$ cat config.mk
export PLATFORM = sky130hd
export DESIGN_NAME = lpgc_iter
export DESIGN_NICKNAME = d
export VERILOG_FILES = /design/src/hdl/lpgc_pkg.sv /design/src/hdl/lpgc_iter.sv
export SDC_FILE = /design/constraint.sdc
export NUM_CORES = 2
export LEC_CHECK = 0
export ABC_AREA = 0
export BUFFER_PORTS_ARGS = -buffer_cell sky130_fd_sc_hd__buf_4
export CAP_MARGIN = 10
export CORE_UTILIZATION = 50
export CTS_CLUSTER_DIAMETER = 150
export DETAILED_ROUTE_END_ITERATION = 7
export PLACE_DENSITY_LB_ADDON = 0.15
export SLEW_MARGIN = 20
export SYNTH_ARGS = -nofsm -noshare
export SYNTH_HDL_FRONTEND = slang
export SYNTH_SLANG_ARGS = --single-unit
$ cat constraint.sdc
create_clock -name clock -period 17.95 [get_ports clock]
set_input_delay 1.795 -clock clock [delete_from_list [all_inputs] [get_ports clock]]
set_output_delay 1.795 -clock clock [all_outputs]
set_load 0.02 [all_outputs]
$ cat src/hdl/lpgc_pkg.sv
`default_nettype none
package lpgc_pkg;

   localparam int CELL_WIDTH_DEF  = 2;
   localparam int CELL_HEIGHT_DEF = 4;

   localparam int COORD_W = 10;
   localparam int OFS_W   = 16;
   localparam int R2_W    = 32;
   localparam int MANT_W  = 31;
   localparam int FRAC_W  = 16;
   localparam int CORD_W  = 28;
   localparam int ANG_W   = 18;
   localparam int NSTEP   = 16;
   localparam int GLYPH_W = 3;
   localparam int CSR_W   = 16;
   localparam int CSR_A_W = 3;
   localparam int NSTAGE  = 3 + NSTEP + 3;

   localparam logic [14:0] LN2_HALF_Q16 = 15'd22713;
   localparam logic [10:0] SPOKE_W_TURN = 11'd1043;
   localparam logic [R2_W-1:0] SPOKE_MIN_R2 = 32'd9;

   typedef enum logic [CSR_A_W-1:0] {
      CSR_CENTER_COL      = 3'd0,
      CSR_CENTER_ROW      = 3'd1,
      CSR_RING_MIN_RADIUS = 3'd2,
      CSR_INV_LOG_STEP    = 3'd3,
      CSR_RING_WIDTH_FRAC = 3'd4,
      CSR_SPOKE_COUNT     = 3'd5
   } csr_index_type;

   typedef enum logic [GLYPH_W-1:0] {
      GLYPH_BLANK     = 3'd0,
      GLYPH_DASH      = 3'd1,
      GLYPH_BACKSLASH = 3'd2,
      GLYPH_BAR       = 3'd3,
      GLYPH_SLASH     = 3'd4,
      GLYPH_PLUS      = 3'd5
   } glyph_type;

   typedef struct packed {
      logic [9:0]  center_col;
      logic [9:0]  center_row;
      logic [15:0] ring_min_radius;
      logic [15:0] inv_log_step;
      logic [14:0] ring_width_frac;
      logic [5:0]  spoke_count;
   } cfg_type;

   typedef struct packed {
      logic [MANT_W-1:0]        ma;
      logic [MANT_W-1:0]        mb;
      logic [FRAC_W-1:0]        fa;
      logic [FRAC_W-1:0]        fb;
      logic [4:0]               pa;
      logic [4:0]               pb;
      logic signed [CORD_W-1:0] x;
      logic signed [CORD_W-1:0] y;
      logic signed [ANG_W-1:0]  z;
      logic                     ring_cand;
      logic                     spoke_cand;
   } iter_type;

   // atan(2^-i) in 2^-16 turn units
   function automatic logic [13:0] cordic_angle(input int i);
      logic [13:0] a;
      case (i)
         0: a = 14'd8192;
         1: a = 14'd4836;
         2: a = 14'd2555;
         3: a = 14'd1297;
         4: a = 14'd651;
         5: a = 14'd326;
         6: a = 14'd163;
         7: a = 14'd81;
         8: a = 14'd41;
         9: a = 14'd20;
         10: a = 14'd10;
         11: a = 14'd5;
         12: a = 14'd3;
         13: a = 14'd1;
         14: a = 14'd1;
         default: a = 14'd0;
      endcase
      return a;
   endfunction

endpackage
`default_nettype wire

$ cat src/hdl/lpgc_iter.sv
`default_nettype none
module lpgc_iter #(
   parameter int STEP = 0
) (
   input  wire logic               clock,
   input  wire logic               en,
   input  wire lpgc_pkg::iter_type stage_in,
   output lpgc_pkg::iter_type      stage_out
);
   import lpgc_pkg::*;

   logic [2*MANT_W-1:0]      sqa, sqb;
   logic [MANT_W:0]          sa, sb;
   logic signed [CORD_W-1:0] xs, ys;
   logic signed [ANG_W-1:0]  ang;
   iter_type                 out_in, out_ff;

   always_comb begin
      out_in = stage_in;
      // one squaring yields one fraction bit of log2
      sqa = (2*MANT_W)'(stage_in.ma * stage_in.ma);
      sqb = (2*MANT_W)'(stage_in.mb * stage_in.mb);
      sa  = sqa[2*MANT_W-1:MANT_W-1];
      sb  = sqb[2*MANT_W-1:MANT_W-1];
      out_in.fa = {stage_in.fa[FRAC_W-2:0], sa[MANT_W]};
      out_in.fb = {stage_in.fb[FRAC_W-2:0], sb[MANT_W]};
      out_in.ma = sa[MANT_W] ? sa[MANT_W:1] : sa[MANT_W-1:0];
      out_in.mb = sb[MANT_W] ? sb[MANT_W:1] : sb[MANT_W-1:0];
      // one cordic vectoring step
      xs  = stage_in.x >>> STEP;
      ys  = stage_in.y >>> STEP;
      ang = ANG_W'(cordic_angle(STEP));
      if (stage_in.y > 0) begin
         out_in.x = stage_in.x + ys;
         out_in.y = stage_in.y - xs;
         out_in.z = stage_in.z + ang;
      end else begin
         out_in.x = stage_in.x - ys;
         out_in.y = stage_in.y + xs;
         out_in.z = stage_in.z - ang;
      end
   end

   always_ff @(posedge clock) begin
      if (en) begin
         out_ff <= out_in;
      end
   end

   assign stage_out = out_ff;

endmodule
`default_nettype wire

# --- Word level (Yosys, flattened, before mapping) ---
# Index checks and enable logic that the tools add are counted.
op_classes:
  order_cmp: 1
  mux: 3
  n_shift: 0
  mul: 2
  eq_ne: 0
  reduce_logical: 0
  n_addsub: 5
  bitwise_logic: 0
  div_mod_pow: 0
ops:
  columns: ["operator", "count"]
  rows:
  - ["31-bit by 31-bit multiplier with 62-bit output", 2]
  - ["74-bit two-way mux", 1]
  - ["30-bit two-way mux", 2]
  - ["28-bit subtractor", 2]
  - ["28-bit adder", 1]
  - ["28-bit by 1-bit greater-than comparator with 1-bit output (second input constant)", 1]
  - ["18-bit by 15-bit adder with 18-bit output (second input constant)", 1]
  - ["18-bit by 15-bit subtractor with 18-bit output (second input constant)", 1]
word_totals:
  latch_bits: 0
  rom_bits: 0
  mem_bits_rw: 0
  output_inout_bits: 180
  memories: 0
  reg_bits: 180
  word_cells: 24
  in_bits: 182

# --- Depth between registers and ports, before layout ---
logic_depth:
  depth_word: 2
  mapped_depth: 32
  ltp_nobuf: 28

# --- Worst setup path after synthesis ---
# Ideal clock, no wire load.
synth_path:
  path_kind: "input to register"
  from: "input stage_in[174] in the netlist's numbering"
  to: "register out_ff (netlist bit stage_out[166]), data pin"
  required_time_ps: 17688
  setup_slack_ps: 8509
  stages: 28
  setup_time_ps: 262
  n_path_buf: 4
  arrival_time_ps: 9179
  path_cell_list: "clkbuf_1 -> clkbuf_1 -> nand2_1 -> fa_1 -> fa_1 -> inv_1 -> fa_1 -> inv_1 -> fa_1 -> inv_1 -> fa_1 -> fa_1 -> fa_1 -> inv_1 -> fa_1 -> inv_1 -> ha_1 -> buf_2 -> a21oi_1 -> o211ai_1 -> a221oi_1 -> o21ai_0 -> a221oi_2 -> nand3_2 -> and3_4 -> nor3_4 -> buf_6 -> mux2_1"
synth_rtl:
  columns: ["item", "line", "rtl"]
  rows:
  - ["start: declaration", "lpgc_iter.sv:7", "input wire lpgc_pkg::iter_type stage_in,"]
  - ["end signal: assignment", "lpgc_iter.sv:46", "out_ff <= out_in;"]
  - ["end: declaration", "lpgc_iter.sv:16", "iter_type out_in, out_ff;"]

==> flow_summary.yaml <==
detailed_routing:
  drt_wl_total_um: 166700
  ant_nets: 0
  dr_total_vias: 45334
  via_per_inst: 5.277
  drc: 0
  drtPass1Iterations: 6
  drt_iter0_markers: 2388
  wl_per_cell_um: 19.40
die:
  die_w_um: 361.1
  io_pins: 362
  start_util_pct: 50.50
  rows: 131
  fp.coreArea_mm2: 0.1277
  die_area_mm2: 0.1304
  die_h_um: 361.1
yosys:
  ys.warnings.count: 0
  synth-edff-count: 179
  synth_cells: 6766
  synth.most_common_cell: "inv_1"
  syn_area_per_cell_um2: 9.530
  ys_types: 90
  yosysTopAreaCell: "fa_1"
  synth_ff_type: "edfxtp_1"
  ys_ff_latch: 179
  synth_fp_nets: 9067
  seq_area_frac_synth_pct: 8.337
  synthTopCellsByArea: "fa_1 47%, ha_1 12%, inv_1 11%, edfxtp_1 8.3%, and2_1 3.7%"
  yosys-top-cells-count: "1922 x inv_1, 1498 x fa_1, 629 x nand2_1"
  netlist_area_mm2: 0.06448
  ys_async_sr_fraction_pct: 0
  synth_top_area_share_pct: 46.51
clock_tree:
  root_buffer: "clkbuf_16"
  htreeDepth: 4
  clk_pin_slew_ns: 0.09
  clock-sinks: 179
  post_cts_resized: 0
  cts_hold_buf: 0
  cts_tree: "built"
  cts_buffers: 17
  cts_setup_buffers: 0
  clockBufferDepth: 2
timing:
  whs_ns: 1.448
  fmax_ghz: 0.08919
  finalSetupTns_ns: 0
  setup_ws_ns: 6.738
  report.final.slew_viol_count: 0
  tightest_slew_ns: 1.068
  rsz0062_at_grt: "false"
  max_slew_margin_pct: 28.08
  period_minus_slack_ns: 11.21
  hold_viol_final: 0
  period_share_pct: 62.46
  setup_viol: 0
place:
  post-place-ws_ns: 6.363
  gp_congestion: 0.9209
  numPortBuffers: 359
  hpwl_um: 133000
grt:
  grt_pass1_wl_um: 273200
  grt.total_usage_pct: 27.04
  grt_antenna_before_repair: 2
  grt_max_degree: 78
  grt_pass1_vias: 49942
  overflow: 0
cells_and_area:
  syn2layout_area_growth_pct: 7.011
  drive_gt1_share_pct: 6.697
  ff_latch_area_mm2: 0.005375
  multi_input_area_mm2: 0.05096
  layout.nets: 9217
  fillCellCount: 11706
  largest_reg_flops: 179
critical_path:
  start_kind: "input pin"
  cp-end-kind: "flop"
  cp.arrival_ns: 11.48
  critical_path_class: "in -> reg"
  path_max_fanout: 27
  crit_required_ns: 18.22
min_path:
  hold_path_class: "in -> reg"
status:
  status: "completed"
flow_run:
  maxCapViolCount: 0
-- critical path, cell delays in order --
cell	delay [ns]
buf_4	0.38
clkinv_1	0.54
nor2_1	0.49
fa_1	0.49
fa_1	0.55
inv_1	0.06
fa_1	0.45
fa_1	0.56
inv_1	0.06
fa_1	0.44
fa_1	0.42
fa_1	0.44
fa_1	0.40
ha_1	0.34
a21oi_1	0.57
o21ai_0	0.41
a211oi_1	0.27
o211ai_1	0.43
o21ai_0	0.58
nand3_2	0.21
a2111oi_4	0.59
nor3_4	0.04
buf_4	0.28
inv_4	0.27
mux2_1	0.36
-- metrics by stage --
step	area, um2	util (%)	std cells
floorplan	64480	-	6766
detailed placement	68400	53.57	8559
finish	69000	54.04	8591
CTS	68990	54.04	8590
global route	68990	54.04	8590
global placement	68400	53.57	8559
-- path summary, 6_finish.rpt --
kind                             end  cells after the start           from
worst max-delay path  stage_out[173]                     25  stage_in[164]
worst min-delay path  stage_out[110]                      1  stage_in[109]
-- final cells by class --
type                       count  share of cell area [%]
antenna                        1                0.003627
clock inverter                14                  0.2430
tap                         1662                   3.014
timing repair buffer         365                   3.980
multi-input combinational   4424                   73.85
inverter                    1929                   10.50
clock buffer                  17                  0.6166
sequential                   179                   7.790
-- layout by cell type, fill, tap and decap left out, types with 8 or more instances in the layout --
| master | instances |
|---|---|
| and2_1 | 385 |
| edfxtp_1 | 179 |
| o21ai_0 | 117 |
| a221oi_1 | 8 |
| clkbuf_16 | 17 |
| a31oi_1 | 23 |
| ha_1 | 621 |
| nor3_1 | 39 |
| a21oi_1 | 223 |
| nand2b_1 | 23 |
| o21ai_1 | 10 |
| nand3_1 | 28 |
| mux2_4 | 8 |
| xnor2_1 | 98 |
| o21a_1 | 16 |
| nor2b_1 | 32 |
| o211ai_1 | 21 |
| or2_2 | 15 |
| a21o_1 | 80 |
| o31ai_1 | 18 |
| nor4_1 | 16 |
| nor2_1 | 174 |
| nand2_1 | 629 |
| mux2_2 | 10 |
| or3_1 | 10 |
| o21bai_1 | 34 |
| and3_1 | 22 |
| xor2_1 | 66 |
| fa_1 | 1498 |
| a31o_2 | 10 |
| mux2i_1 | 23 |
| a2111oi_0 | 8 |
| inv_1 | 1922 |
| nand4_1 | 27 |
| a211oi_1 | 18 |
| buf_4 | 364 |
-- routing by layer --
metal	wire length [um]	up-vias	track usage (%)
met5	9	-	0
met4	4311	2	6.925
met3	10990	253	4.426
met2	79400	1399	44.48
met1	71980	23137	37.24
li1	-	20543	-
-- cells by family after synthesis --
family | Yosys count | share of synthesized area, %
compound gates | 672 | 6.782
xor+xnor | 164 | 2.228
fa+ha+maj | 2119 | 58.56
buf+inv | 2163 | 12.64
flops | 179 | 8.337
mux | 44 | 0.7704
simple gates | 1425 | 10.68
Power is not shown: default switching activity piles up to over one toggle a cycle in this logic, so the estimate is an artifact.
