### src/hdl/lpgc_pkg.sv
`default_nettype none
package lpgc_pkg;

   localparam int CELL_WIDTH_DEF  = 2;
   localparam int CELL_HEIGHT_DEF = 4;

   localparam int COORD_W = 10;
   localparam int OFS_W   = 16;
   localparam int R2_W    = 32;
   localparam int MANT_W  = 31;
   localparam int FRAC_W  = 16;
   localparam int CORD_W  = 28;
   localparam int ANG_W   = 18;
   localparam int NSTEP   = 16;
   localparam int GLYPH_W = 3;
   localparam int CSR_W   = 16;
   localparam int CSR_A_W = 3;
   localparam int NSTAGE  = 3 + NSTEP + 3;

   localparam logic [14:0] LN2_HALF_Q16 = 15'd22713;
   localparam logic [10:0] SPOKE_W_TURN = 11'd1043;
   localparam logic [R2_W-1:0] SPOKE_MIN_R2 = 32'd9;

   typedef enum logic [CSR_A_W-1:0] {
      CSR_CENTER_COL      = 3'd0,
      CSR_CENTER_ROW      = 3'd1,
      CSR_RING_MIN_RADIUS = 3'd2,
      CSR_INV_LOG_STEP    = 3'd3,
      CSR_RING_WIDTH_FRAC = 3'd4,
      CSR_SPOKE_COUNT     = 3'd5
   } csr_index_type;

   typedef enum logic [GLYPH_W-1:0] {
      GLYPH_BLANK     = 3'd0,
      GLYPH_DASH      = 3'd1,
      GLYPH_BACKSLASH = 3'd2,
      GLYPH_BAR       = 3'd3,
      GLYPH_SLASH     = 3'd4,
      GLYPH_PLUS      = 3'd5
   } glyph_type;

   typedef struct packed {
      logic [9:0]  center_col;
      logic [9:0]  center_row;
      logic [15:0] ring_min_radius;
      logic [15:0] inv_log_step;
      logic [14:0] ring_width_frac;
      logic [5:0]  spoke_count;
   } cfg_type;

   typedef struct packed {
      logic [MANT_W-1:0]        ma;
      logic [MANT_W-1:0]        mb;
      logic [FRAC_W-1:0]        fa;
      logic [FRAC_W-1:0]        fb;
      logic [4:0]               pa;
      logic [4:0]               pb;
      logic signed [CORD_W-1:0] x;
      logic signed [CORD_W-1:0] y;
      logic signed [ANG_W-1:0]  z;
      logic                     ring_cand;
      logic                     spoke_cand;
   } iter_type;

   // atan(2^-i) in 2^-16 turn units
   function automatic logic [13:0] cordic_angle(input int i);
      logic [13:0] a;
      case (i)
         0: a = 14'd8192;
         1: a = 14'd4836;
         2: a = 14'd2555;
         3: a = 14'd1297;
         4: a = 14'd651;
         5: a = 14'd326;
         6: a = 14'd163;
         7: a = 14'd81;
         8: a = 14'd41;
         9: a = 14'd20;
         10: a = 14'd10;
         11: a = 14'd5;
         12: a = 14'd3;
         13: a = 14'd1;
         14: a = 14'd1;
         default: a = 14'd0;
      endcase
      return a;
   endfunction

endpackage
`default_nettype wire

### src/hdl/lpgc_back.sv
`default_nettype none
module lpgc_back (
   input  wire logic                          clock,
   input  wire logic [2:0]                    en,
   input  wire lpgc_pkg::cfg_type             cfg,
   input  wire lpgc_pkg::iter_type            stage_in,
   output logic [lpgc_pkg::GLYPH_W-1:0]       glyph
);
   import lpgc_pkg::*;

   logic [21:0] la, lb, d;
   logic [36:0] p1_in, p1_ff;
   logic [15:0] t_ff;
   logic        ring_c1_ff, spoke_c1_ff;
   logic [43:0] u;
   logic [21:0] tp;
   logic [16:0] w, p17;
   logic        spoke_hit_in, spoke_hit_ff, ring_c2_ff;
   logic [15:0] f_ff;
   logic [14:0] h_ff;
   logic        ring_hit;
   glyph_type   glyph_in;
   logic [GLYPH_W-1:0] glyph_ff;

   // stage 1: log difference times ln2/2
   always_comb begin
      la    = {6'(stage_in.pa) + 6'd16, stage_in.fa};
      lb    = {1'b0, stage_in.pb, stage_in.fb};
      d     = (la > lb) ? la - lb : '0;
      p1_in = 37'(d * LN2_HALF_Q16);
   end

   always_ff @(posedge clock) begin
      if (en[0]) begin
         p1_ff       <= p1_in;
         t_ff        <= stage_in.z[15:0];
         ring_c1_ff  <= stage_in.ring_cand;
         spoke_c1_ff <= stage_in.spoke_cand;
      end
   end

   // stage 2: ring phase, spoke test
   always_comb begin
      u   = 44'(p1_ff * cfg.inv_log_step);
      tp  = 22'(t_ff * cfg.spoke_count);
      w   = 17'(cfg.spoke_count * SPOKE_W_TURN);
      p17 = {1'b0, tp[15:0]};
      spoke_hit_in = spoke_c1_ff && ((p17 < w) || (p17 > 17'h10000 - w));
   end

   always_ff @(posedge clock) begin
      if (en[1]) begin
         f_ff         <= u[43:28];
         h_ff         <= t_ff[14:0];
         ring_c2_ff   <= ring_c1_ff;
         spoke_hit_ff <= spoke_hit_in;
      end
   end

   // stage 3: ring test and glyph choice
   always_comb begin
      ring_hit = ring_c2_ff && (({1'b0, f_ff} < {2'b0, cfg.ring_width_frac}) ||
                 ({1'b0, f_ff} > 17'h10000 - {2'b0, cfg.ring_width_frac}));
      if (ring_hit && spoke_hit_ff) begin
         glyph_in = GLYPH_PLUS;
      end else if (ring_hit || spoke_hit_ff) begin
         if (h_ff < 15'd4096 || h_ff >= 15'd28672) glyph_in = GLYPH_DASH;
         else if (h_ff < 15'd12288) glyph_in = GLYPH_BACKSLASH;
         else if (h_ff < 15'd20480) glyph_in = GLYPH_BAR;
         else glyph_in = GLYPH_SLASH;
      end else begin
         glyph_in = GLYPH_BLANK;
      end
   end

   always_ff @(posedge clock) begin
      if (en[2]) begin
         glyph_ff <= glyph_in;
      end
   end

   assign glyph = glyph_ff;

endmodule
`default_nettype wire

### config.mk
export PLATFORM = sky130hd
export DESIGN_NAME = lpgc_back
export DESIGN_NICKNAME = d
export VERILOG_FILES = /design/src/hdl/lpgc_pkg.sv /design/src/hdl/lpgc_back.sv
export SDC_FILE = /design/constraint.sdc
export NUM_CORES = 2
export LEC_CHECK = 0
export BUFFER_PORTS_ARGS = -buffer_cell sky130_fd_sc_hd__buf_2
export CORE_MARGIN = 2
export CORE_UTILIZATION = 69
export CTS_BUF_LIST = sky130_fd_sc_hd__clkbuf_4
export DETAILED_ROUTE_END_ITERATION = 12
export PLACE_DENSITY = 0.95
export SLEW_MARGIN = 20
export SYNTH_ARGS = -nofsm -noshare
export SYNTH_HDL_FRONTEND = slang
export SYNTH_SLANG_ARGS = --single-unit
### constraint.sdc
create_clock -name clock -period 28.8 [get_ports clock]
set_input_delay 8.64 -clock clock [delete_from_list [all_inputs] [get_ports clock]]
set_output_delay 8.64 -clock clock [all_outputs]
set_load 0.005 [all_outputs]
* After elaboration in Yosys (flattened, before gate mapping) *
Cells that the tools add are included.

storage, ports and cells
  register bits after elaboration = 91
  input port bits = 257
  logic and storage cells = 41

cells by class
  $add $sub $neg = 4
  $mul = 4
  $lt $le $gt $ge = 9
  muxes and demuxes = 5
  bitwise logic cells = 1
  reduce and logical (&&, ||, !) cells = 8

operators with widths
  operator                                                                number
  37-bit by 16-bit multiplier with 44-bit output                          1
  22-bit by 15-bit multiplier with 37-bit output, second input constant   1
  16-bit by 17-bit greater-than comparator with 1-bit output              2
  22-bit by 21-bit greater-than comparator with 1-bit output              1
  22-bit 2-to-1 mux                                                       1
  22-bit by 21-bit subtractor with 22-bit output                          1
  16-bit by 17-bit < comparator with 1-bit output                         1
  6-bit by 11-bit multiplier with 17-bit output, second input constant    1
  17-bit by 15-bit subtractor with 17-bit output, first input constant    1
  17-bit subtractor, first input constant                                 1
  16-bit by 15-bit < comparator with 1-bit output                         1
  16-bit by 6-bit multiplier with 16-bit output                           1
  15-bit >= comparator, second input constant                             1
  15-bit by 13-bit < comparator with 1-bit output, second input constant  1
  15-bit by 14-bit < comparator with 1-bit output, second input constant  1
  15-bit < comparator, second input constant                              1
  3-bit 2-to-1 mux                                                        4
  5-bit by 5-bit adder with 6-bit output, second input constant           1
  1-bit logical OR                                                        4
  1-bit logical AND                                                       3
  3-bit OR reduction                                                      1
  1-bit inverter                                                          1

* Depth between registers and ports, before layout *
  depth in word-level cells = 7
  depth in mapped cells = 35

* Least setup slack after synthesis *
Ideal clock, no wire load.

  kind = in2reg
  from = input stage_in[102] (netlist name)
  to = register p1_ff[35] (data pin)
  setup time = 266 ps
  arrival time = 16052 ps
  required time = 28534 ps
  path slack = 12482 ps
  stages on the path = 30
  path through = inv_1 > ha_1 > inv_1 > fa_1 > a211oi_2 > o211ai_1 > a31oi_2 > a21oi_2 > a2111o_1 > a21o_1 > o21a_4 > buf_6 > clkbuf_1 > o21ai_0 > fa_1 > fa_1 > inv_1 > ha_1 > fa_1 > fa_1 > ha_1 > ha_1 > a21o_1 > a21o_1 > a221oi_1 > o31ai_1 > a221o_1 > a41o_1 > o41ai_1 > xnor2_1

between the ends
  longest elaborated chain between the ends = 3

RTL lines
  what                                                                                                                          line             source
  start, declared                                                                                                               lpgc_back.sv:6   input wire lpgc_pkg::iter_type stage_in,
  22-bit by 21-bit subtractor with 22-bit output or 22-bit by 21-bit greater-than comparator with 1-bit output (tied branches)  lpgc_back.sv:29  d = (la > lb) ? la - lb : '0;
  22-bit 2-to-1 mux (*)                                                                                                         lpgc_back.sv:29
  22-bit by 15-bit multiplier with 37-bit output (*)                                                                            lpgc_back.sv:30  p1_in = 37'(d * LN2_HALF_Q16);
  via p1_in[35]                                                                                                                 lpgc_back.sv:12  logic [36:0] p1_in, p1_ff;
  end signal, assigned                                                                                                          lpgc_back.sv:35  p1_ff <= p1_in;
  end, declared                                                                                                                 lpgc_back.sv:12

The timed path passes the listed nets; every way through them passes the cells marked *.
A chain may end at the register's enable or synchronous reset.

* Worst setup path after layout *
  from = input stage_in[87] (netlist name)
  to = register p1_ff[32] (data pin)

The elaborated chain is that of the path after synthesis.

==> flow_summary_export.csv <==
group,metric,value,unit
sta,rsz0062_at_grt,"false",
place,io_buffers,103,
sta,setup_viol_count_final,0,
floorplan,die_y,210,um
floorplan,core,0.0419,mm2
floorplan,die_w,210,um
synth,yosys-top-cells-area,"fa_1 40%, ha_1 16%, edfxtp_1 8.1%",
synth,synth_top_cell_by_area,"fa_1",
floorplan,die_area,0.0441,mm2
grt,grt_pass1_vias,24900,
worst_setup_path,startpoint_type,"input pin",
sta,finalSetupTns,0,ps
sta,worst_slew_pin_slew,1100,ps
floorplan,initial_core_util,69.8,%
status,status,"completed",
sta,slew_violations,0,
floorplan,fp-row-count,75,
synth,yosysSeqAreaShare,8.11,%
clock_tree,clock_latency,530,ps
sta,whs,455,ps
grt,grt_max_degree,56,
synth,synth_most_common_cell,"inv_1",
job,maxCapViolCount,0,
drt,wl_met3,7060,um
synth,ys_types,66,
drt,num_vias,22800,
synth,syn_avg_cell_area,9.15,um2
synth,syn_area,0.0293,mm2
sta,hold_viol_final,0,
floorplan,io_pins,260,
clock_tree,clockBufferDepth,2,
clock_tree,h-tree-depth,3,
clock_tree,cts_resized,0,
synth,synth_flop_cell,"edfxtp_1",
synth,synthesis.nets,4406,
synth,synth.top_cell.area_share,39.9,%
worst_setup_path,cp.arrival,17040,ps
worst_setup_path,worstSetupEndpointType,"register",
sta,finalClockSkew,30.6,ps
sta,relSlewSlack,26.6,%
sta,fmax,59.7,MHz
sta,period_share,58.1,%
finish,finalNetCount,4410,
worst_setup_path,required,29090,ps
place,dp_hpwl,56000,um
clock_tree,clk_pin_slew,150,ps
drt,route.met2.wl,35500,um
clock_tree,postCtsSetupRepairBufs,0,
clock_tree,cts-root-buf,"clkbuf_4",
sta,min_period,16750,ps
drt,met1_length,24700,um
grt,antenna_found_initial,2,
synth,yosysWarnings,0,
finish,area_delta_synth_final,3.06,%
drt,vias_per_cell,6.08,
clock_tree,clock_sinks,79,
worst_setup_path,criticalPathCategory,"in -> reg",
synth,async_flop_share,0,%
synth,ys_seq_elements,79,
synth,synthCells,3198,
grt,grt_pass1_wl,119000,um
worst_setup_path,crit_fanout,5,
place,gp_congestion,0.946,
drt,drt_pre_antenna_iters,7,
drt,drt_iter0_markers,1914,
drt,wirelength,71900,um
synth,synthTopCellsByCount,"613 x inv_1, 583 x fa_1, 538 x nand2_1",
finish,drive_gt1_share,4.21,%
clock_tree,cts_tree,"yes",
grt,grt_usage,34.0,%
hold_path,hp-class,"reg -> reg",
synth,synth-edff-count,79,
clock_tree,ctsHoldBuffers,0,
drt,drc,0,
drt,route.detailed.wl_per_inst,19.2,um
drt,detail-route-antenna-nets,0,
drt,top_layer_used,"met4",
clock_tree,cts_buffers,9,
grt,grt_overflow,0,
==> layout by cell type, fill, tap and decap left out, drive strengths merged, types with 38 or more instances in the layout <==
cell	netlist	routed
edfxtp	79	79
o21ai	57	57
a21oi	83	83
buf	8	106
and2	182	182
nand2	538	538
xor2	49	49
nand3	38	38
a21o	46	46
xnor2	107	107
ha	368	368
fa	583	583
inv	613	616
nor2	99	99
==> critical path, stage by stage <==
cell and delay, ps:
buf_2 80, inv_1 60, ha_1 300, nor2b_1 140, o31a_1 280, o21ai_0 380, a21oi_1 150, o32ai_1 600
nand2b_1 190, mux2_2 330, o21ai_1 630, fa_1 560, fa_1 520, inv_1 40, ha_1 300, fa_1 510
fa_1 490, ha_1 310, ha_1 390, a21oi_1 200, o22ai_1 130, o21ai_0 240, or4b_2 610, a21oi_1 260
o21ai_0 230, o21a_1 220, nor2_1 130, xnor2_1 100
==> flip-flops by register name (all words and copies together), names as in the netlist <==
| name | cells |
|---|---|
| glyph | 3 |
| spoke_c1_ff | 1 |
| p1_ff | 37 |
| spoke_hit_ff | 1 |
| ring_c2_ff | 1 |
| t_ff | 16 |
| h_ff | 3 |
| ring_c1_ff | 1 |
| f_ff | 16 |
==> per-stage QoR <==
| step | util, % | cells | cell area (um2) | setup WS [ps] |
|---|---|---|---|---|
| floorplan | - | 3198 | 29300 | 12480 |
| global placement | 71.6 | 3730 | 30000 | 11590 |
| detailed placement | 71.6 | 3730 | 30000 | 11270 |
| CTS | 71.9 | 3746 | 30200 | 11830 |
| global route | 71.9 | 3748 | 30200 | 11740 |
| finish | 71.9 | 3748 | 30200 | 12050 |
==> worst paths after layout <==
path	slack, ps	depth (start not counted)	to	startpoint
max	12050	28	p1_ff[32]	stage_in[87]
min	460	0	ring_c2_ff	ring_c1_ff
max reg2reg	21310	18	f_ff[15]	p1_ff[16]
min reg2reg	460	0	ring_c2_ff	ring_c1_ff
==> kinds of logic (layout without fill, tap and decap cells) <==
group                      Yosys count  after routing  synth area share [%]
muxes                                2              2                0.0727
buffers and inverters              726            735                  9.39
adders and majority gates          955            955                  55.8
xor gates and xnor gates           156            156                  4.67
DFF                                 79             79                  8.11
AOI/OAI and AO/OA                  289            289                  6.47
other                                0              2                     0
and+or+nand+nor                    991            991                  15.5
==> per-layer routing <==
| layer | GRT usage [%] | vias up |
|---|---|---|
| met5 | 0 | - |
| met4 | 19.7 | 0 |
| met3 | 6.44 | 405 |
| met2 | 59.0 | 1358 |
| met1 | 39.8 | 11100 |
| li1 | - | 9910 |
==> cell type report <==
| cell class | count | area [um2] |
|---|---|---|
| multi-input combinational | 2393 | 24100 |
| inverter | 613 | 2300 |
| fill | 2747 | 11800 |
| timing repair buffer | 106 | 538 |
| clock inverter | 7 | 55.1 |
| sequential | 79 | 2370 |
| tap | 539 | 674 |
| antenna | 2 | 5.00 |
| clock buffer | 9 | 67.6 |
Power is left out: the tool's default activity adds up to more than one toggle a clock period on the data nets, which glitch-free logic cannot reach.
