==> config.mk <==
export PLATFORM = sky130hd
export DESIGN_NAME = lpgc_front
export DESIGN_NICKNAME = d
export VERILOG_FILES = /design/src/hdl/lpgc_pkg.sv /design/src/hdl/lpgc_front.sv
export SDC_FILE = /design/constraint.sdc
export NUM_CORES = 1
export LEC_CHECK = 0
export ABC_AREA = 1
export ABC_CLOCK_PERIOD_IN_PS = 9100
export BUFFER_PORTS_ARGS = -buffer_cell sky130_fd_sc_hd__clkbuf_2
export CORE_ASPECT_RATIO = 0.5
export CORE_MARGIN = 3
export CORE_UTILIZATION = 62
export CTS_CLUSTER_SIZE = 20
export DETAILED_ROUTE_END_ITERATION = 8
export GPL_ROUTABILITY_DRIVEN = 0
export PLACE_DENSITY = 0.8
export SLEW_MARGIN = 5
export SYNTH_ARGS = -nofsm -noshare
export SYNTH_HDL_FRONTEND = slang
export SYNTH_SLANG_ARGS = --single-unit
==> constraint.sdc <==
create_clock -name clock -period 9.1 [get_ports clock]
set_input_delay 1.82 -clock clock [delete_from_list [all_inputs] [get_ports clock]]
set_output_delay 1.82 -clock clock [all_outputs]
set_load 0.02 [all_outputs]
==> src/hdl/lpgc_pkg.sv <==
`default_nettype none
package lpgc_pkg;

   localparam int CELL_WIDTH_DEF  = 2;
   localparam int CELL_HEIGHT_DEF = 4;

   localparam int COORD_W = 10;
   localparam int OFS_W   = 16;
   localparam int R2_W    = 32;
   localparam int MANT_W  = 31;
   localparam int FRAC_W  = 16;
   localparam int CORD_W  = 28;
   localparam int ANG_W   = 18;
   localparam int NSTEP   = 16;
   localparam int GLYPH_W = 3;
   localparam int CSR_W   = 16;
   localparam int CSR_A_W = 3;
   localparam int NSTAGE  = 3 + NSTEP + 3;

   localparam logic [14:0] LN2_HALF_Q16 = 15'd22713;
   localparam logic [10:0] SPOKE_W_TURN = 11'd1043;
   localparam logic [R2_W-1:0] SPOKE_MIN_R2 = 32'd9;

   typedef enum logic [CSR_A_W-1:0] {
      CSR_CENTER_COL      = 3'd0,
      CSR_CENTER_ROW      = 3'd1,
      CSR_RING_MIN_RADIUS = 3'd2,
      CSR_INV_LOG_STEP    = 3'd3,
      CSR_RING_WIDTH_FRAC = 3'd4,
      CSR_SPOKE_COUNT     = 3'd5
   } csr_index_type;

   typedef enum logic [GLYPH_W-1:0] {
      GLYPH_BLANK     = 3'd0,
      GLYPH_DASH      = 3'd1,
      GLYPH_BACKSLASH = 3'd2,
      GLYPH_BAR       = 3'd3,
      GLYPH_SLASH     = 3'd4,
      GLYPH_PLUS      = 3'd5
   } glyph_type;

   typedef struct packed {
      logic [9:0]  center_col;
      logic [9:0]  center_row;
      logic [15:0] ring_min_radius;
      logic [15:0] inv_log_step;
      logic [14:0] ring_width_frac;
      logic [5:0]  spoke_count;
   } cfg_type;

   typedef struct packed {
      logic [MANT_W-1:0]        ma;
      logic [MANT_W-1:0]        mb;
      logic [FRAC_W-1:0]        fa;
      logic [FRAC_W-1:0]        fb;
      logic [4:0]               pa;
      logic [4:0]               pb;
      logic signed [CORD_W-1:0] x;
      logic signed [CORD_W-1:0] y;
      logic signed [ANG_W-1:0]  z;
      logic                     ring_cand;
      logic                     spoke_cand;
   } iter_type;

   // atan(2^-i) in 2^-16 turn units
   function automatic logic [13:0] cordic_angle(input int i);
      logic [13:0] a;
      case (i)
         0: a = 14'd8192;
         1: a = 14'd4836;
         2: a = 14'd2555;
         3: a = 14'd1297;
         4: a = 14'd651;
         5: a = 14'd326;
         6: a = 14'd163;
         7: a = 14'd81;
         8: a = 14'd41;
         9: a = 14'd20;
         10: a = 14'd10;
         11: a = 14'd5;
         12: a = 14'd3;
         13: a = 14'd1;
         14: a = 14'd1;
         default: a = 14'd0;
      endcase
      return a;
   endfunction

endpackage
`default_nettype wire

==> src/hdl/lpgc_front.sv <==
`default_nettype none
module lpgc_front #(
   parameter int CELL_WIDTH  = lpgc_pkg::CELL_WIDTH_DEF,
   parameter int CELL_HEIGHT = lpgc_pkg::CELL_HEIGHT_DEF
) (
   input  wire logic                          clock,
   input  wire logic [2:0]                    en,
   input  wire lpgc_pkg::cfg_type             cfg,
   input  wire logic [lpgc_pkg::COORD_W-1:0]  cell_row,
   input  wire logic [lpgc_pkg::COORD_W-1:0]  cell_col,
   output lpgc_pkg::iter_type                 stage_out
);
   import lpgc_pkg::*;

   localparam logic signed [OFS_W-1:0] XMUL = OFS_W'(CELL_WIDTH);
   localparam logic signed [OFS_W-1:0] YMUL = OFS_W'(CELL_HEIGHT);

   logic signed [OFS_W-1:0] diffx, diffy, dx_in, dy_in, dx_ff, dy_ff;
   logic signed [R2_W-1:0]  sqx, sqy;
   logic [R2_W-1:0]         r2_in, r2_ff, rr_in, rr_ff, rr_eff;
   logic signed [CORD_W-1:0] x0, y0, x0_ff, y0_ff;
   logic signed [ANG_W-1:0]  z0_ff;
   logic [4:0]               pa, pb;
   logic [R2_W-1:0]          sha, shb;
   iter_type                 out_in, out_ff;

   function automatic logic [4:0] msb_index(input logic [R2_W-1:0] v);
      logic [4:0] p;
      p = '0;
      for (int i = 0; i < R2_W; i++) begin
         if (v[i]) p = 5'(i);
      end
      return p;
   endfunction

   // stage 1: pixel offset from the centre
   always_comb begin
      diffx = $signed({6'b0, cell_col}) - $signed({6'b0, cfg.center_col});
      diffy = $signed({6'b0, cell_row}) - $signed({6'b0, cfg.center_row});
      dx_in = OFS_W'(diffx * XMUL);
      dy_in = OFS_W'(diffy * YMUL);
   end

   always_ff @(posedge clock) begin
      if (en[0]) begin
         dx_ff <= dx_in;
         dy_ff <= dy_in;
      end
   end

   // stage 2: squared radius, squared inner radius, cordic preset
   always_comb begin
      sqx   = R2_W'(dx_ff * dx_ff);
      sqy   = R2_W'(dy_ff * dy_ff);
      r2_in = R2_W'(sqx) + R2_W'(sqy);
      rr_in = R2_W'(cfg.ring_min_radius * cfg.ring_min_radius);
      x0    = {{(CORD_W-OFS_W-8){dx_ff[OFS_W-1]}}, dx_ff, 8'b0};
      y0    = {{(CORD_W-OFS_W-8){dy_ff[OFS_W-1]}}, dy_ff, 8'b0};
   end

   always_ff @(posedge clock) begin
      if (en[1]) begin
         r2_ff  <= r2_in;
         rr_ff  <= rr_in;
         x0_ff  <= dx_ff[OFS_W-1] ? -x0 : x0;
         y0_ff  <= dx_ff[OFS_W-1] ? -y0 : y0;
         z0_ff  <= dx_ff[OFS_W-1] ? ANG_W'(32768) : '0;
      end
   end

   // stage 3: normalize both log arguments to q1.30
   always_comb begin
      rr_eff = (rr_ff == '0) ? R2_W'(1) : rr_ff;
      pa     = msb_index(r2_ff);
      pb     = msb_index(rr_eff);
      sha    = r2_ff << (5'd31 - pa);
      shb    = rr_eff << (5'd31 - pb);
      out_in.ma = sha[R2_W-1:1];
      out_in.mb = shb[R2_W-1:1];
      out_in.fa = '0;
      out_in.fb = '0;
      out_in.pa = pa;
      out_in.pb = pb;
      out_in.x  = x0_ff;
      out_in.y  = y0_ff;
      out_in.z  = z0_ff;
      out_in.ring_cand  = {r2_ff, 16'b0} > {16'b0, rr_ff};
      out_in.spoke_cand = r2_ff > SPOKE_MIN_R2;
   end

   always_ff @(posedge clock) begin
      if (en[2]) begin
         out_ff <= out_in;
      end
   end

   assign stage_out = out_ff;

endmodule
`default_nettype wire

## Word-level counts from Yosys, hierarchy flattened

Index checks and enable logic that the tools add are counted.

- Register bits after elaboration: 308
- Output and inout bits: 180

- Add/subtract/negate cells: 7
- Multiply operators: 3
- $lt $le $gt $ge: 2
- Shift operators: 2
- Mux-type cells: 66
- Reductions and logical operators: 1

Operator list:

| operator | count |
|---|---|
| 5-bit 2-to-1 mux | 60 |
| 32-bit by 5-bit << shifter with 32-bit output | 2 |
| 48-bit by 32-bit > comparator with 1-bit output | 1 |
| 11-bit by 11-bit multiplier with 22-bit output | 2 |
| 32-bit adder | 1 |
| 32-bit by 4-bit > comparator with 1-bit output, second input constant | 1 |
| 32-bit logical NOT | 1 |
| 16-bit by 16-bit multiplier with 32-bit output | 1 |
| 32-bit 2-to-1 mux | 1 |
| 28-bit 2-to-1 mux | 1 |
| 20-bit negator with 28-bit output | 1 |
| 21-bit negator with 28-bit output | 1 |
| 23-bit 2-to-1 mux | 1 |
| 10-bit by 10-bit subtractor with 11-bit output | 2 |
| 16-bit 2-to-1 mux | 1 |
| 5-bit subtractor, first input constant | 2 |
| 1-bit 2-to-1 mux | 2 |

## Longest topological paths before layout

Gate-level depths: netlist of the first run.

- Depth in word-level cells: 35
- Mapped depth: 40

## Worst setup path before layout of the first run

No wires, ideal clock.

- Kind: input to register
- From: input cfg[52] (netlist name)
- To: register rr_ff[31], data pin
- Setup time: 0.260 ns
- Arrival time: 7.534 ns
- Data required time: 8.840 ns
- Setup slack: 1.306 ns
- Cell stages on the path: 25
- Cells stage by stage: clkbuf_1 clkbuf_1 nand2_1 fa_1 inv_1 fa_1 fa_1 inv_1 fa_1 inv_1 fa_1 fa_1 ha_1 nand2_1 o21ai_0 a21oi_2 o21bai_1 a31oi_1 o21ai_1 a21boi_1 o21ai_0 a21oi_1 nor2_1 nor2_1 xor2_1

- Cells in the longest elaborated chain, start to end: 1

Ends and longest elaborated chain:

| element | line | text |
|---|---|---|
| from (decl) | lpgc_front.sv:8 | `input wire lpgc_pkg::cfg_type cfg,` |
| 16-bit by 16-bit multiplier with 32-bit output | lpgc_front.sv:56 | `rr_in = R2_W'(cfg.ring_min_radius * cfg.ring_min_radius);` |
| net rr_in[31] | lpgc_front.sv:20 | `logic [R2_W-1:0] r2_in, r2_ff, rr_in, rr_ff, rr_eff;` |
| to (signal assigned) | lpgc_front.sv:64 | `rr_ff <= rr_in;` |
| to (decl) | lpgc_front.sv:20 |  |

The timed path passes the listed nets, and every way through them passes these cells.
A chain may end at the register's enable or synchronous reset.

## Worst setup path in the final report of the first run

- From: register dx_ff[3]
- To: register r2_ff[25], data pin

- Cells in the longest elaborated chain, start to end: 2

Ends and longest elaborated chain:

| element | line | text |
|---|---|---|
| from (decl) | lpgc_front.sv:18 | `logic signed [OFS_W-1:0] diffx, diffy, dx_in, dy_in, dx_ff, dy_ff;` |
| from (signal assigned) | lpgc_front.sv:46 | `dx_ff <= dx_in;` |
| 11-bit by 11-bit multiplier with 22-bit output | lpgc_front.sv:53 | `sqx = R2_W'(dx_ff * dx_ff);` |
| 32-bit adder | lpgc_front.sv:55 | `r2_in = R2_W'(sqx) + R2_W'(sqy);` |
| net r2_in[25] | lpgc_front.sv:20 |  |
| to (signal assigned) | lpgc_front.sv:63 | `r2_ff <= r2_in;` |
| to (decl) | lpgc_front.sv:20 |  |

The timed path passes the listed nets, and every way through them passes these cells.

==> results of run 1 <==
path summary, 6_finish.rpt:
kind	from	end	cells past startpoint
worst max-delay path	dx_ff[3]	r2_ff[25]	34
worst min-delay path	x0_ff[21]	stage_out[69]	0
worst max register to register	dx_ff[3]	r2_ff[25]	34
worst min register to register	x0_ff[21]	stage_out[69]	0
layout by cell type (no fill, tap or decap), drive strengths merged, types with 47 or more instances in the layout:
master / n
a21oi: 127
clkbuf: 194
conb: 78
edfxtp: 230
fa: 375
ha: 252
inv: 760
nand2: 659
nand3: 275
nor2: 98
o21ai: 74
xnor2: 47
xor2: 97
final cells by class:
class | instances | area share (%)
inverters | 765 | 9.36
repair buffers | 182 | 3.08
multi-input cells | 2194 | 59.9
flip-flops and latches | 230 | 22.5
well taps | 627 | 2.56
clock buffers | 26 | 2.05
clock inverters | 13 | 0.498
flip-flops by register name, summed over array words and instances, names as in the netlist:
| name | cells |
|---|---|
| stage_out | 111 |
| dy_ff | 11 |
| dx_ff | 11 |
| r2_ff | 28 |
| y0_ff | 18 |
| rr_ff | 31 |
| x0_ff | 19 |
| z0_ff | 1 |
critical path: cells and delay by family, from the launching register on:
family	cells	cell delay (ns)
XOR/XNOR	2	0.31
adder cells (fa/ha/maj)	7	3.22
buffers and inverters	6	0.36
flip-flops	1	0.66
AO/OA/AOI/OAI	12	2.08
AND/OR/NAND/NOR	7	0.59
Yosys cell counts, drive strengths merged, types with 3 or more instances:
cell    instances
inv           759
nand2         659
fa            375
nand3         275
ha            252
edfxtp        230
a21oi         127
nor2           98
xor2           97
buf            89
clkbuf         85
o21ai          74
xnor2          47
o21bai         23
nor3           14
nand4          13
o211ai         13
or2             9
a31oi           8
a21o            6
clkinv          6
nor4            5
a21boi          4
o31ai           3
routing by layer:
layer | global-route usage (%) | routed length (um)
met5 | 0 | 0
met4 | 7.10 | 1560
met3 | 2.63 | 4050
met2 | 44.6 | 30100
met1 | 32.6 | 24700
metrics by stage:
step	hold WS, ns	cell area [um^2]
2_1_floorplan	0.400	29100
5_1_grt	0.421	30700
3_5_place_dp	0.405	29900
6_report	0.418	30700
3_3_place_gp	0.400	29900
4_1_cts	0.418	30700
cells by family after synthesis:
| family | synth area share [%] |
|---|---|
| and+or+nand+nor | 16.1 |
| DFF | 23.9 |
| AOI/OAI and AO/OA | 5.22 |
| xor gates and xnor gates | 4.37 |
| adders and majority gates | 36.9 |
| other | 0.0260 |
| muxes | 0.0390 |
| buffers and inverters | 13.4 |
==> impl_metrics.ini, run 1 <==
[logic_synthesis]
postSynthCellCount = 3287
postSynth.asyncResetShare_pct = 0
ys_seq_area_share_pct = 23.9
synthFlopType = edfxtp_1
synth.avg_cell_area_um2 = 8.78
synthTopCellsByArea = fa_1 26%, edfxtp_1 24%, ha_1 11%, inv_1 9.8%, nand2_1 8.5%
yosysWarnings = 0
ys_types = 48
yosysTopAreaCell = fa_1
synth.top_cell.area_share_pct = 26.0
synth_edf_count = 230
yosys_register_bits = 230
syn_area_mm2 = 0.0289

[timing]
fin_crit_sh_pct = 82.5
clock_skew_ns = 0.0197
tightest_slew_ns = 1.14
fin_ws_ns = 1.59
fin_setup_tns_ns = 0
rsz0062_at_grt = no
period_needed_ns = 7.51
slew_headroom_pct = 24.2
slew_viol_final = 0
setup_viol = 0
clock.fmax_mhz = 133
finalHoldViolations = 0

[detailed_routing]
wl_um = 60400
drc = 0
drt-wirelength-per-cell_um = 15.0
first_pass_iters = 9
detail-route-antenna-nets = 0
drtIter0Drc = 1635
vias = 21200
vias_per_cell = 5.25

[finish]
n_fill_cell = 3548
multi_input_area_mm2 = 0.0184
area.growth.synth_to_final_pct = 6.29
num_antenna_cells = 0
drive_above_1_share_pct = 7.95
finish.utilization_pct = 67.3
nets = 4121
ff_latch_area_mm2 = 0.00691
stdcell_count = 4037

[die]
dieArea_mm2 = 0.0493
ios = 277
die_x_um = 311
core_mm2 = 0.0456
start_util_pct = 63.3
rows = 55
die_y_um = 159

[clocking]
cts_hold_buf = 0
cts_tree = built
cts_inserted_buffers = 24
cts_buffer_depth = 3
root_buffer = clkbuf_16
cts.sinks = 230
cts_setup_buffers = 0
clk_latency_ns = 0.55
post_cts_resized = 0
clk_pin_slew_ns = 0.06
cts.htree.levels = 1

[setup_path]
cp_data_arrival_time_ns = 7.78
path_class = flop to flop
slowest_stage = edfxtp_1
endpoint_kind = flop
required_ns = 9.38
reg2reg_slack_ns = 1.59
start_kind = flop
crit_fanout = 15
slowest_delay_ns = 0.66

[grt]
antenna_found_initial = 0
gr-usage-all-layers_pct = 24.9
gr-total-overflow = 0
grt_max_degree = 70
grt_pass1_wl_um = 100000
grt_pass1_vias = 21100

[hold_path]
hold_path_class = flop to flop

[place]
io_buffers = 170
pre_cts_ws_ns = 1.03
hpwlAfterDp_um = 48800
placedCellCount = 3998

[flow_run]
max-cap-violations = 0

[outcome]
status = completed
Power of run 1 is not shown: default switching activity piles up to over one toggle a cycle in this logic, so the estimate is an artifact.
==> run 2, diff against run 1 <==
ABC_CLOCK_PERIOD_IN_PS = 6300   (was 9100)
CORE_UTILIZATION = 56   (was 62)
PLACE_DENSITY = 0.76   (was 0.8)
clock period = 6.3 ns   (was 9.1 ns; I/O delays follow)
==> impl_metrics.ini, run 2 (synthesized netlist as in run 1, its figures left out) <==
[outcome]
status = complete, but fails checks
violations = setup timing

[setup_path]
cp_data_arrival_time_ns = 6.91
cpMostUsedCell = inv_1
slowest_delay_ns = 0.54
crit_fanout = 4
required_ns = 6.64
slowest_stage = fa_1
worst-path-buf-inv = 8
endpoint_kind = flop
start_kind = flop
critPathTopFamily = adder cells
path_class = flop to flop

[clocking]
root_buffer = clkbuf_16
cts_buffer_depth = 3
cts_hold_buf = 0
clk_pin_slew_ns = 0.08
cts_tree = built
cts.htree.levels = 1
cts.sinks = 230
clk_latency_ns = 0.58
cts_inserted_buffers = 26

[detailed_routing]
wl_um = 65200
drc = 0
vias = 22700
drtIter0Drc = 1569
drt-wirelength-per-cell_um = 14.7
vias_per_cell = 5.12
detail-route-antenna-nets = 0
first_pass_iters = 6

[finish]
num_antenna_cells = 0
finish.utilization_pct = 68.0
drive_above_1_share_pct = 21.2
n_fill_cell = 3790
final_common_cell = inv_1
final_cell_mix = 712 x inv_1, 619 x nand2_1, 362 x fa_1
area.growth.synth_to_final_pct = 19.2
nets = 4446
largest_reg_flops = 111

[place]
io_buffers = 170
hpwlAfterDp_um = 51100

[grt]
grt_pass1_vias = 22700
antenna_found_initial = 1
use_met2_pct = 41.0
gr-usage-all-layers_pct = 23.7
gr-usage-met3_pct = 2.61
grtUsageMet1_pct = 32.1
gr-total-overflow = 0
top_usage_layer = met2
grt_max_degree = 57
grt_pass1_wl_um = 107000

[timing]
finalHoldViolations = 0
fin_ws_ns = -0.272
fin_crit_sh_pct = 104
tightest_slew_ns = 1.15
slew_headroom_pct = 23.2
setup_viol = 12
slew_viol_final = 0
rsz0062_at_grt = yes
clock_skew_ns = 0.0273
clock.fmax_mhz = 152
whs_ns = 0.418
period_needed_ns = 6.57

[die]
die_y_um = 167
core_mm2 = 0.0506
ios = 277
die_x_um = 327
start_util_pct = 57.1
rows = 58
dieArea_mm2 = 0.0545

[hold_path]
hold_path_class = flop to flop

[flow_run]
max-cap-violations = 0
==> run 2: cell count changes in the layout (fill, tap and decap cells not counted), sizes merged <==
cell | previous run | this run
bufinv | 3 | 0
clkinv | 12 | 17
clkinvlp | 3 | 5
clkbuf | 194 | 179
inv | 760 | 765
buf | 14 | 352
==> run 2: worst paths after layout <==
check / from / endpoint / slack [ns] / depth (start not counted)
max: dx_ff[5] / r2_ff[25] / -0.27 / 34
min: x0_ff[21] / stage_out[69] / 0.42 / 0
max reg2reg: dx_ff[5] / r2_ff[25] / -0.27 / 34
min reg2reg: x0_ff[21] / stage_out[69] / 0.42 / 0
==> run 2: timing repair <==
| action | in CTS | in global routing |
|---|---|---|
| gates resized for setup | 76 | 185 |
| buffers inserted | 27 | 23 |
| gates cloned | 0 | 0 |
| pin swaps | 90 | 108 |
| endpoints found under the setup margin | 17 | 19 |
==> run 2: cell type report <==
class,instances,area (um^2),area share (%)
inverter,765,2870,8.35
clock inverter,22,191,0.557
clock buffer,26,651,1.89
tap,690,863,2.51
multi-input combinational,2194,19300,56.2
sequential,230,6910,20.1
timing repair buffer,505,3580,10.4
==> run 2: metrics by stage <==
step	cell area [um^2]	setup TNS, ns	cells	worst slack, ns
after floorplan	29600	-1.64	3363	-0.487
after CTS	33600	-0.897	4414	-0.123
after detailed placement	32300	-9.04	4339	-0.792
final	34400	-1.73	4432	-0.272
after global placement	32300	-5.61	4339	-0.629
after global routing	34400	-6.35	4432	-0.602
==> run 2: routing by layer <==
| layer | up-vias | wire [um] |
|---|---|---|
| li1 | 10900 | - |
| met1 | 10900 | 27200 |
| met2 | 719 | 32300 |
| met3 | 123 | 4070 |
| met4 | 2 | 1620 |
| met5 | - | 10 |
Power of run 2 is left out for the same reason.
